## config.mk

```make
export PLATFORM = sky130hd
export DESIGN_NAME = ring_fifo_overwrite_indexed_read
export DESIGN_NICKNAME = d
export VERILOG_FILES = /design/src/hdl/rfoir_pkg.sv /design/src/hdl/rfoir_store.sv /design/src/hdl/rfoir_ctrl.sv /design/src/hdl/ring_fifo_overwrite_indexed_read.sv
export VERILOG_INCLUDE_DIRS = /design/src /design/src/hdl
export SDC_FILE = /design/constraint.sdc
export NUM_CORES = 1
export LEC_CHECK = 0
export BUFFER_PORTS_ARGS = -buffer_cell sky130_fd_sc_hd__buf_4
export CAP_MARGIN = 25
export CORE_ASPECT_RATIO = 0.8
export CORE_MARGIN = 1.5
export CORE_UTILIZATION = 48
export DETAILED_ROUTE_END_ITERATION = 8
export GPL_ROUTABILITY_DRIVEN = 0
export PLACE_DENSITY = 0.74
export SETUP_SLACK_MARGIN = 0.2
export SLEW_MARGIN = 20
export SYNTH_ARGS = -nofsm -noshare
export SYNTH_HDL_FRONTEND = slang
export SYNTH_SLANG_ARGS = --single-unit
```

## constraint.sdc

```tcl
create_clock -name clk -period 9.5 [get_ports clk]
set_input_delay 1.9 -clock clk [delete_from_list [all_inputs] [get_ports clk]]
set_output_delay 1.9 -clock clk [all_outputs]
set_load 0.005 [all_outputs]
```

## src/hdl/ring_fifo_overwrite_indexed_read_assert.svh

```systemverilog
// Assertion macros for the ring FIFO with overwrite push and indexed read.
`ifndef RING_FIFO_OVERWRITE_INDEXED_READ_ASSERT_SVH
`define RING_FIFO_OVERWRITE_INDEXED_READ_ASSERT_SVH

// Same-cycle implication, checked on every rising edge outside reset.
`define RFOIR_ASSERT_NOW(label, cond, expr, msg) \
  label: assert property (@(posedge clk) disable iff (rst) (cond) |-> (expr)) \
    else $error(msg);

// Next-cycle implication, checked on every rising edge outside reset.
`define RFOIR_ASSERT_NEXT(label, cond, expr, msg) \
  label: assert property (@(posedge clk) disable iff (rst) (cond) |=> (expr)) \
    else $error(msg);

`endif

```

## src/hdl/rfoir_pkg.sv

```systemverilog
// Package: constants, command and status codes, and item structs for the ring FIFO.
package rfoir_pkg;

  localparam int MAX_CAPACITY  = 15;
  localparam int WORD_BITS     = 64;
  localparam int SLOTS         = MAX_CAPACITY + 1;
  localparam int PTR_BITS      = $clog2(SLOTS);
  localparam int CAP_BITS      = 4;
  localparam int IDX_BITS      = 4;
  localparam int CNT_BITS      = 4;
  localparam int CFG_ADDR_BITS = 3;
  localparam int CFG_DATA_BITS = 32;
  localparam int CAP_RESET     = (15 > MAX_CAPACITY) ? MAX_CAPACITY : 15;

  typedef enum logic [1:0] {
    CMD_PUSH       = 2'd0,
    CMD_POP        = 2'd1,
    CMD_OVERWRITE  = 2'd2,
    CMD_READ_INDEX = 2'd3
  } cmd_t;

  typedef enum logic [1:0] {
    ST_OK      = 2'd0,
    ST_DROPPED = 2'd1,
    ST_EMPTY   = 2'd2,
    ST_RANGE   = 2'd3
  } status_t;

  localparam int CFG_REG_CAPACITY = 0;

  typedef struct packed {
    cmd_t                cmd;
    logic [63:0]         write_word;
    logic [IDX_BITS-1:0] read_index;
  } req_t;

  typedef struct packed {
    logic [63:0]         read_word;
    status_t             status;
    logic                is_full;
    logic                is_empty;
    logic [CNT_BITS-1:0] entry_count;
  } rsp_t;

  typedef struct packed {
    logic                 wr_en;
    logic [PTR_BITS-1:0]  wr_addr;
    logic [WORD_BITS-1:0] wr_data;
    logic                 rd_en;
    logic [PTR_BITS-1:0]  rd_addr;
  } mem_req_t;

  typedef struct packed {
    logic                use_mem;
    status_t             status;
    logic                is_full;
    logic                is_empty;
    logic [CNT_BITS-1:0] entry_count;
  } rsp_info_t;

  function automatic logic [PTR_BITS-1:0] advance(input logic [PTR_BITS-1:0] p,
                                                  input logic [PTR_BITS-1:0] cap);
    advance = (p >= cap) ? '0 : p + PTR_BITS'(1);
  endfunction

endpackage

```

## src/hdl/rfoir_store.sv

```systemverilog
// Ring storage: synchronous memory with per-entry valid bits and a registered read.
module rfoir_store (
  input  logic                          clk,
  input  logic                          rst,
  input  rfoir_pkg::mem_req_t           mreq,
  output logic [rfoir_pkg::WORD_BITS-1:0] rd_data
);

  logic [rfoir_pkg::WORD_BITS-1:0] mem [rfoir_pkg::SLOTS];
  logic [rfoir_pkg::SLOTS-1:0]     valid;

  always_ff @(posedge clk) begin
    if (rst) begin
      valid <= '0;
    end else if (mreq.wr_en) begin
      valid[mreq.wr_addr] <= 1'b1;
    end
  end

  always_ff @(posedge clk) begin
    if (mreq.wr_en) begin
      mem[mreq.wr_addr] <= mreq.wr_data;
    end
  end

  // unwritten entries read as zero
  always_ff @(posedge clk) begin
    if (mreq.rd_en) begin
      rd_data <= valid[mreq.rd_addr] ? mem[mreq.rd_addr] : '0;
    end
  end

endmodule

```

## src/hdl/rfoir_ctrl.sv

```systemverilog
// Pointer control: command decode, pointer and count update, memory requests.
module rfoir_ctrl (
  input  logic                               clk,
  input  logic                               rst,
  input  logic                               go,
  input  rfoir_pkg::req_t                    req,
  input  logic [rfoir_pkg::PTR_BITS-1:0]     capacity,
  input  logic                               clear,
  output rfoir_pkg::mem_req_t                mreq,
  output rfoir_pkg::rsp_info_t               info
);

  localparam int SUM_BITS = rfoir_pkg::PTR_BITS + 1;

  logic [rfoir_pkg::PTR_BITS-1:0] wp, wp_next;
  logic [rfoir_pkg::PTR_BITS-1:0] rp, rp_next;
  logic [rfoir_pkg::CNT_BITS-1:0] count, count_next;

  logic                           full0, empty0;
  logic [rfoir_pkg::PTR_BITS-1:0] rp1;
  logic [rfoir_pkg::CNT_BITS-1:0] count1;
  logic [SUM_BITS-1:0]            pos;
  logic [SUM_BITS-1:0]            cap_ext;

  always_comb begin
    full0   = (rfoir_pkg::advance(wp, capacity) == rp);
    empty0  = (wp == rp);
    cap_ext = SUM_BITS'(capacity);
    pos     = SUM_BITS'(req.read_index) + SUM_BITS'(rp);
    if (pos > cap_ext) begin
      pos = pos - (cap_ext + SUM_BITS'(1));
    end
    rp1    = rp;
    count1 = count;
    if (full0 && !empty0) begin
      rp1    = rfoir_pkg::advance(rp, capacity);
      count1 = count - rfoir_pkg::CNT_BITS'(1);
    end

    wp_next      = wp;
    rp_next      = rp;
    count_next   = count;
    mreq.wr_en   = 1'b0;
    mreq.wr_addr = wp;
    mreq.wr_data = req.write_word[rfoir_pkg::WORD_BITS-1:0];
    mreq.rd_en   = 1'b0;
    mreq.rd_addr = rp;
    info.use_mem = 1'b0;
    info.status  = rfoir_pkg::ST_OK;

    unique case (req.cmd)
      rfoir_pkg::CMD_PUSH: begin
        if (full0) begin
          info.status = rfoir_pkg::ST_DROPPED;
        end else begin
          mreq.wr_en = go;
          wp_next    = rfoir_pkg::advance(wp, capacity);
          count_next = count + rfoir_pkg::CNT_BITS'(1);
        end
      end
      rfoir_pkg::CMD_POP: begin
        if (empty0) begin
          info.status = rfoir_pkg::ST_EMPTY;
        end else begin
          mreq.rd_en   = go;
          info.use_mem = 1'b1;
          rp_next      = rfoir_pkg::advance(rp, capacity);
          count_next   = count - rfoir_pkg::CNT_BITS'(1);
        end
      end
      rfoir_pkg::CMD_OVERWRITE: begin
        rp_next    = rp1;
        count_next = count1;
        if (rfoir_pkg::advance(wp, capacity) == rp1) begin
          info.status = rfoir_pkg::ST_DROPPED;
        end else begin
          mreq.wr_en = go;
          wp_next    = rfoir_pkg::advance(wp, capacity);
          count_next = count1 + rfoir_pkg::CNT_BITS'(1);
        end
      end
      rfoir_pkg::CMD_READ_INDEX: begin
        if (SUM_BITS'(req.read_index) >= cap_ext) begin
          info.status = rfoir_pkg::ST_RANGE;
        end else begin
          mreq.rd_en   = go;
          mreq.rd_addr = pos[rfoir_pkg::PTR_BITS-1:0];
          info.use_mem = 1'b1;
        end
      end
    endcase

    info.is_full     = (rfoir_pkg::advance(wp_next, capacity) == rp_next);
    info.is_empty    = (wp_next == rp_next);
    info.entry_count = count_next;
  end

  always_ff @(posedge clk) begin
    if (rst || clear) begin
      wp    <= '0;
      rp    <= '0;
      count <= '0;
    end else if (go) begin
      wp    <= wp_next;
      rp    <= rp_next;
      count <= count_next;
    end
  end

endmodule

```

## src/hdl/ring_fifo_overwrite_indexed_read.sv

```systemverilog
// Ring-buffer FIFO with overwrite push and indexed read: top level.
//
// Request channel (req_valid, req_stall, req) carries one command per item:
// push, pop, overwrite push, or read at index. Response channel (rsp_valid,
// rsp_stall, rsp) returns exactly one item per command, in order, with the
// read word, a status code, full and empty flags and the entry count.
// An accepted request passes through a middle stage and then the response
// register, from which the receiver takes it when rsp_stall is low.
// One request is taken every cycle while the response side keeps up. The
// rate is set by the pointer and count update, done in the cycle a request
// is accepted; the registered read of the ring memory adds a middle stage that
// holds its item until the response register frees up.
// When the receiver stalls, the response register holds its item, the middle
// stage holds the next one, and req_stall rises once both are occupied.
// Reset empties the queue, sets capacity to 15 and makes every slot read as
// zero until written. A write to the capacity register over the APB port
// also empties the queue but keeps the slot contents; write it only while
// no items are in flight.
module ring_fifo_overwrite_indexed_read (
  input  logic                                   clk,
  input  logic                                   rst,
  input  logic                                   req_valid,
  output logic                                   req_stall,
  input  rfoir_pkg::req_t                        req,
  output logic                                   rsp_valid,
  input  logic                                   rsp_stall,
  output rfoir_pkg::rsp_t                        rsp,
  input  logic                                   psel,
  input  logic                                   penable,
  input  logic                                   pwrite,
  input  logic [rfoir_pkg::CFG_ADDR_BITS-1:0]    paddr,
  input  logic [rfoir_pkg::CFG_DATA_BITS-1:0]    pwdata,
  output logic [rfoir_pkg::CFG_DATA_BITS-1:0]    prdata,
  output logic                                   pready
);

  `include "ring_fifo_overwrite_indexed_read_assert.svh"

  localparam int REG_SEL_LSB = 2;

  logic [rfoir_pkg::PTR_BITS-1:0]  capacity;
  logic [rfoir_pkg::CAP_BITS-1:0]  cap_wdata;
  logic                            cfg_sel;
  logic                            cfg_write;

  logic                            go;
  logic                            s1_valid;
  logic                            s1_move;
  rfoir_pkg::rsp_info_t            s1_info;
  rfoir_pkg::rsp_info_t            info;
  rfoir_pkg::mem_req_t             mreq;
  logic [rfoir_pkg::WORD_BITS-1:0] rd_data;

  assign pready    = 1'b1;
  assign cfg_sel   = (int'(paddr[rfoir_pkg::CFG_ADDR_BITS-1:REG_SEL_LSB])
                      == rfoir_pkg::CFG_REG_CAPACITY);
  assign cfg_write = psel && penable && pwrite && pready && cfg_sel;
  assign cap_wdata = pwdata[rfoir_pkg::CAP_BITS-1:0];
  assign prdata    = cfg_sel ? rfoir_pkg::CFG_DATA_BITS'(capacity) : '0;

  // saturate to MAX_CAPACITY
  always_ff @(posedge clk) begin
    if (rst) begin
      capacity <= rfoir_pkg::PTR_BITS'(rfoir_pkg::CAP_RESET);
    end else if (cfg_write) begin
      capacity <= (int'(cap_wdata) > rfoir_pkg::MAX_CAPACITY)
                  ? rfoir_pkg::PTR_BITS'(rfoir_pkg::MAX_CAPACITY)
                  : rfoir_pkg::PTR_BITS'(cap_wdata);
    end
  end

  assign s1_move   = s1_valid && (!rsp_valid || !rsp_stall);
  assign req_stall = s1_valid && !s1_move;
  assign go        = req_valid && !req_stall;

  rfoir_ctrl u_ctrl (
    .clk      (clk),
    .rst      (rst),
    .go       (go),
    .req      (req),
    .capacity (capacity),
    .clear    (cfg_write),
    .mreq     (mreq),
    .info     (info)
  );

  rfoir_store u_store (
    .clk     (clk),
    .rst     (rst),
    .mreq    (mreq),
    .rd_data (rd_data)
  );

  always_ff @(posedge clk) begin
    if (rst) begin
      s1_valid <= 1'b0;
    end else if (go) begin
      s1_valid <= 1'b1;
    end else if (s1_move) begin
      s1_valid <= 1'b0;
    end
  end

  always_ff @(posedge clk) begin
    if (go) begin
      s1_info <= info;
    end
  end

  always_ff @(posedge clk) begin
    if (rst) begin
      rsp_valid <= 1'b0;
    end else if (s1_move) begin
      rsp_valid <= 1'b1;
    end else if (!rsp_stall) begin
      rsp_valid <= 1'b0;
    end
  end

  always_ff @(posedge clk) begin
    if (s1_move) begin
      rsp.read_word   <= s1_info.use_mem ? 64'(rd_data) : '0;
      rsp.status      <= s1_info.status;
      rsp.is_full     <= s1_info.is_full;
      rsp.is_empty    <= s1_info.is_empty;
      rsp.entry_count <= s1_info.entry_count;
    end
  end

  `RFOIR_ASSERT_NEXT(a_accept_fills_stage, go, s1_valid, "accepted item lost before middle stage")
  `RFOIR_ASSERT_NOW(a_error_zero_word, rsp_valid && (rsp.status != rfoir_pkg::ST_OK), rsp.read_word == '0, "error response carries a nonzero word")
  `RFOIR_ASSERT_NOW(a_empty_zero_count, rsp_valid && rsp.is_empty, rsp.entry_count == '0, "empty queue reports nonzero count")
  `RFOIR_ASSERT_NOW(a_no_overrun, s1_valid && rsp_valid && rsp_stall, req_stall, "request taken with no room for its response")

endmodule

```

# Word level (Yosys, flattened, before mapping)
# Memory sizes are Yosys's and may differ from the RTL's. A register that Yosys moved wholly into a read port is not among the register bits.
# Cells that the tools add are included.
[word_totals]
regBits = 115
ram_bits = 1024
in_bits = 112
mem_count = 1
[memory_table]
columns = ["name", "words", "word_bits", "rd", "rd_clocked_by_memory_dff", "write_ports", "line", "source"]
rows = [
  ["u_store.mem", 16, 64, 1, 1, 1, "rfoir_store.sv:9", "logic [rfoir_pkg::WORD_BITS-1:0] mem [rfoir_pkg::SLOTS];"],
]
[classes]
add_sub_neg = 9
magnitude_cmp = 8
eq_ne = 9
muxes = 41
bitwise = 2
reduce_logical = 18
[ops]
columns = ["operator", "n"]
rows = [
  ["4-bit 2-to-1 mux", 14],
  ["4-bit by 1-bit adder with 4-bit output, second input constant", 6],
  ["4-bit equality test", 5],
  ["4-bit greater-or-equal comparator", 4],
  ["16-bit bitwise OR", 1],
  ["4-bit case mux with 2 select lines", 2],
  ["1-bit 2-to-1 mux", 15],
  ["4-bit case mux with 3 select lines", 1],
  ["4-bit by 5-bit < comparator with 1-bit output, second input constant", 2],
  ["1-bit logical AND", 8],
  ["2-bit case mux with 4 select lines", 1],
  ["1-bit zero test", 6],
  ["1-bit case mux with 2 select lines", 3],
  ["4-bit by 4-bit adder with 5-bit output", 1],
  ["5-bit by 4-bit greater-than comparator with 1-bit output", 1],
  ["5-bit 2-to-1 mux", 1],
  ["1-bit binary-select mux with 4-bit select", 1],
  ["1-bit demux with 4-bit select", 1],
  ["2-bit equality test, second input constant", 2],
  ["4-bit by 1-bit greater-or-equal comparator with 1-bit output, second input constant", 1],
  ["2-bit 2-to-1 mux", 2],
  ["4-bit by 1-bit subtractor with 4-bit output, second input constant", 1],
  ["4-bit subtractor", 1],
  ["2-bit by 1-bit equality test with 1-bit output, second input constant", 1],
  ["other kinds (5)", 6],
]

# Depth between registers and ports, before layout
[logic_depth]
word_depth = 12
ltp_mapped = 19
ltp_nobuf = 18

# Hierarchy
# Synthesis repeated with hierarchy kept, for this count alone.
[unflattened]
hier_cells = 2332
hier_area_um2 = 47226.5
[by_module_without_submodules]
columns = ["module", "instances", "cells_each", "area_each_um2"]
rows = [
  ["rfoir_store", 1, 1712, 40862.9],
  ["ring_fifo_overwrite_indexed_read", 1, 215, 3372.0],
  ["rfoir_ctrl", 1, 405, 2991.6],
]

# Worst setup path before layout
# No wires, ideal clock.
[synth_path]
path_kind = "input-to-reg"
startpoint = "in req[68] (netlist bit)"
endpoint = "mem u_store.mem[1][0] (netlist bit), enable pin"
setup_ns = 0.565
arrival_time_ns = 7.456
setup_slack_ns = 1.479
stages = 8
path_buffers = 2
path_cell_list = "inv_1 ha_1 clkbuf_1 clkbuf_1 a21oi_1 nor2_1 nand2_1 nor3_1"
[synth_between]
elab_chain_len = 4
elab_cells_between_ends = 5
cone_classes = "eq/ne (1); mux (3); reduce/logical (1)"
[synth_lines]
columns = ["element", "line", "source"]
rows = [
  ["start: declaration", "ring_fifo_overwrite_indexed_read.sv:24", "input rfoir_pkg::req_t req,"],
  ["2-bit equality test / 2-bit zero test (equally long branches)", "n/a", ""],
  ["1-bit case mux with 2 select lines (*)", "rfoir_ctrl.sv:51", "unique case (req.cmd)"],
  ["1-bit 2-to-1 mux (*)", "rfoir_store.sv:21", "if (mreq.wr_en) begin"],
  ["1-bit 2-to-1 mux (implied by the code) (*)", "rfoir_store.sv:22", "mem[mreq.wr_addr] <= mreq.wr_data;"],
  ["end: declaration", "rfoir_store.sv:9", ""],
]
# Every way passes the cells marked *; elsewhere a longest branch is shown, timed or not.

# Final worst setup path
[layout_path]
startpoint = "in req[0] (netlist bit)"
endpoint = "reg u_store.rd_data[7] (netlist bit) (read register of u_store.mem), data pin"
[layout_between]
elab_chain_len = 8
elab_cells_between_ends = 11
cone_classes = "add/sub (2); order compare (2); mux (6); reduce/logical (1)"
[layout_lines]
columns = ["element", "line", "source"]
rows = [
  ["4-bit by 4-bit adder with 5-bit output", "rfoir_ctrl.sv:29", "pos = SUM_BITS'(req.read_index) + SUM_BITS'(rp);"],
  ["4-bit subtractor / 5-bit by 4-bit greater-than comparator with 1-bit output (equally long branches)", "rfoir_ctrl.sv:31, rfoir_ctrl.sv:30", ""],
  ["4-bit 2-to-1 mux", "rfoir_ctrl.sv:30", "if (pos > cap_ext) begin"],
  ["5-bit 2-to-1 mux (*)", "rfoir_ctrl.sv:83", "if (SUM_BITS'(req.read_index) >= cap_ext) begin"],
  ["4-bit 2-to-1 mux", "rfoir_ctrl.sv:51", ""],
  ["1-bit binary-select mux with 4-bit select", "rfoir_store.sv:29", "rd_data <= valid[mreq.rd_addr] ? mem[mreq.rd_addr] : '0;"],
  ["1-bit 2-to-1 mux (implied by the code)", "rfoir_store.sv:29", ""],
  ["1-bit zero test (no line)", "n/a", ""],
  ["end: declaration", "rfoir_store.sv:6", "output logic [rfoir_pkg::WORD_BITS-1:0] rd_data"],
]
# Every way passes the cells marked *; elsewhere a longest branch is shown, timed or not. The select of a mux whose other input is x is not followed.
# A chain may end at the register's enable or synchronous reset.

==> results.yml <==
clock_network:
  clock-sinks: 1203
  htree_levels: 3
  cts_max_path_buffers: 3
  cts_buffers: 112
  ctsRootBufferMaster: "clkbuf_16"
  cts_setup_buffers: 0
  cts_hold_buf: 0
  clkTransAtPathRegs_ns: 0.06
  clk_latency_ns: 0.68
  postCtsResizedCells: 0
  cts_tree: "built"
cells_and_area:
  synthToLayoutAreaGrowth_pct: 13.3
  final_cell_mix: "edfxtp_1, nand2_1, mux4_2"
  drive_above_1_share_pct: 23.5
  final_common_cell: "edfxtp_1"
  design_area_mm2: 0.0542
  nets: 2898
synthesis:
  synthMuxAreaShare_pct: 12.6
  synth_compound_area_share_pct: 3.61
  netlist_area_mm2: 0.0479
  synth_top_area_cell: "edfxtp_1"
  synth_top_family_by_area: "multiplexers"
  yosys_most_used_dff: "edfxtp_1"
  synth.distinct_cells: 80
  synthAdderAreaFrac_pct: 1.08
  async_reset_ff_share_pct: 0
  avgSynthCellArea_um2: 18.6
  synthCells: 2569
  ys_ff_latch: 1203
  yosys.area_share.simple_pct: 5.65
  ys_seq_area_share_pct: 74.8
  yosys_warnings: 0
  synth_xor_area_share_pct: 0.348
  synth.area.top_cells: "edfxtp_1, mux4_2, nand2_1"
  netlist.area_leader.share_pct: 73.4
  synth_edf_count: 1169
detailed_routing:
  via_per_inst: 5.89
  finalWirelength_um: 107000
  dr.pass1.iters: 6
  drtIter0Drc: 2679
  drcViolationCount: 0
  wire_per_inst_um: 25.7
  vias: 24500
  drt.antenna.violating_nets: 0
floorplan:
  fp.dieH_um: 285
  core_area_mm2: 0.0987
  chipWidth_um: 356
  rows: 103
  initial_utilization_pct: 48.5
  dieArea_mm2: 0.102
  ioPinCount: 219
timing:
  max_freq_mhz: 151
  setup_tns_ns: 0
  setup_violations: 0
  drv_slew: 0
  post-route-period-util_pct: 69.5
  rsz0062_at_grt: "false"
  tightest_slew_ns: 1.07
  skew_ns: 0.0249
  hold_viol: 0
  worst_slew_margin_rel_pct: 28.9
  finalCriticalPeriod_ns: 6.61
worst_setup_path:
  r2r-end: "u_store.rd_data[7]$_SDFFCE_PN0P_"
  critPathMaxStageDelay_ns: 0.76
  regToRegSetupSlack_ns: 3.37
  cp.arrival_ns: 7.13
  critPathSlowestCell: "mux2i_4"
  crit_fanout: 65
  cp.required_ns: 10.02
  start_kind: "input port"
  r2r_start: "u_ctrl.rp[0]$_SDFFE_PP0P_"
  cp_cell_sequence: "buf_4 > ha_1 > fa_1 > xor2_1 > ha_1 > o21ai_0 > nand2b_1 > a21oi_1 > o21ai_1 > mux2i_1 > mux2_8 > mux4_2 > mux2i_1 > mux2i_4 > buf_4 > o211a_1"
  cp-startpoint: "req[0]"
  rr_worst_depth: 15
  crit_path_end: "u_store.rd_data[7]$_SDFFCE_PN0P_"
  worstSetupPathType: "input port to flop"
  endpoint_kind: "flop"
global_routing:
  grt_pass1_vias: 24600
  grt_pass1_wl_um: 157000
  grt_start_max_net_pins: 157
  antenna_found_initial: 14
  grt.overflow.total: 0
  grtUsageTotal_pct: 20.9
place:
  place_hpwl_um: 54000
  place_area_mm2: 0.0506
  portBuffers: 159
min_path:
  worstHoldPathType: "flop to flop"
pwr:
  finalPower_uw: 11500
  p_per_area_mw_per_mm2: 211
  p_leak_uw: 0.0186
  ir_drop_uv: 141
outcome:
  status: "finished, final reports clean"
job:
  maxCapViolCount: 0
==> flip-flops by register name, indices dropped and copies added (netlist names) <==
signal and flops:
capacity 4, s1_valid 1, u_ctrl.rp 4, u_store.valid 16
u_store.mem 1024, s1_info 9, u_ctrl.wp 4, rsp 72
rsp_valid 1, u_ctrl.count 4, u_store.rd_data 64
==> worst min-delay path by stage <==
| stage | start | endpoint | depth (start not counted) |
|---|---|---|---|
| 3_5_place_dp | s1_info[4]$_DFFE_PP_ | rsp[4]$_DFFE_PP_ | 0 |
| 2_1_floorplan | s1_info[0]$_DFFE_PP_ | rsp[0]$_DFFE_PP_ | 0 |
| 4_1_cts | s1_info[4]$_DFFE_PP_ | rsp[4]$_DFFE_PP_ | 0 |
| 5_1_grt | s1_info[4]$_DFFE_PP_ | rsp[4]$_DFFE_PP_ | 0 |
| 6_report | s1_info[4]$_DFFE_PP_ | rsp[4]$_DFFE_PP_ | 0 |
| 3_3_place_gp | s1_info[5]$_DFFE_PP_ | rsp[5]$_DFFE_PP_ | 0 |
==> critical path: cells and delay by family <==
family	cells	cell delay [ns]
AOI/OAI and AO/OA	4	0.86
xor gates and xnor gates	1	0.21
adders and majority gates	3	1.00
buffers and inverters	2	0.76
muxes	5	2.21
and+or+nand+nor	1	0.11
==> per-layer routing <==
layer,routed length [µm],global-route usage [%],vias up
met5,105,0,-
met4,2110,5.11,14
met3,8820,3.94,183
met2,53500,34.8,1127
met1,42500,28.7,12600
li1,-,-,10500
==> Yosys cell counts, types with 12 or more instances <==
master	instances
edfxtp_1	1169
nand2_1	355
mux4_2	260
clkbuf_1	100
nand3_1	70
and2_1	66
nor2_1	66
o211a_1	65
a21oi_1	44
ha_1	38
inv_1	36
dfxtp_1	34
buf_2	32
buf_4	29
o21ai_0	16
a211oi_1	13
a21o_1	12
nor3_1	12
==> area by class of cell <==
type,count,area (µm²)
clock inverters,73,679
fillers,7316,44500
flip-flops and latches,1203,35800
multi-input cells,1193,11500
well taps,1312,1640
repair buffers,199,1580
inverters,37,139
diodes,6,15.0
clock buffers,131,2920
==> report_power, final <==
| part | total, µW | internal [µW] | leakage [µW] | switching (µW) |
|---|---|---|---|---|
| Sequential | 5930 | 5890 | 0.0110 | 31.7 |
| Clock | 4390 | 2470 | 0.00174 | 1920 |
| Combinational | 1150 | 482 | 0.00589 | 663 |
==> cells by family (layout without fill, tap and decap cells) <==
| kind of cell | Yosys count | count (layout) |
|---|---|---|
| adders and majority gates | 40 | 40 |
| and+or+nand+nor | 610 | 610 |
| AOI/OAI and AO/OA | 217 | 217 |
| muxes | 278 | 278 |
| buffers and inverters | 200 | 440 |
| other | 2 | 35 |
| xor gates and xnor gates | 19 | 19 |
| DFF | 1203 | 1203 |
==> through the flow <==
stage          hold WS [ns]  worst slack, ns  util [%]  cells
3_5_place_dp          0.405             2.21      51.2   3942
2_1_floorplan         0.400             1.48         -   2596
3_3_place_gp          0.405             2.33      51.2   3942
4_1_cts               0.420             2.87      54.9   4146
6_report              0.418             2.89      54.9   4154
5_1_grt               0.426             2.64      54.9   4151
Power figures use the tool's default switching activity.
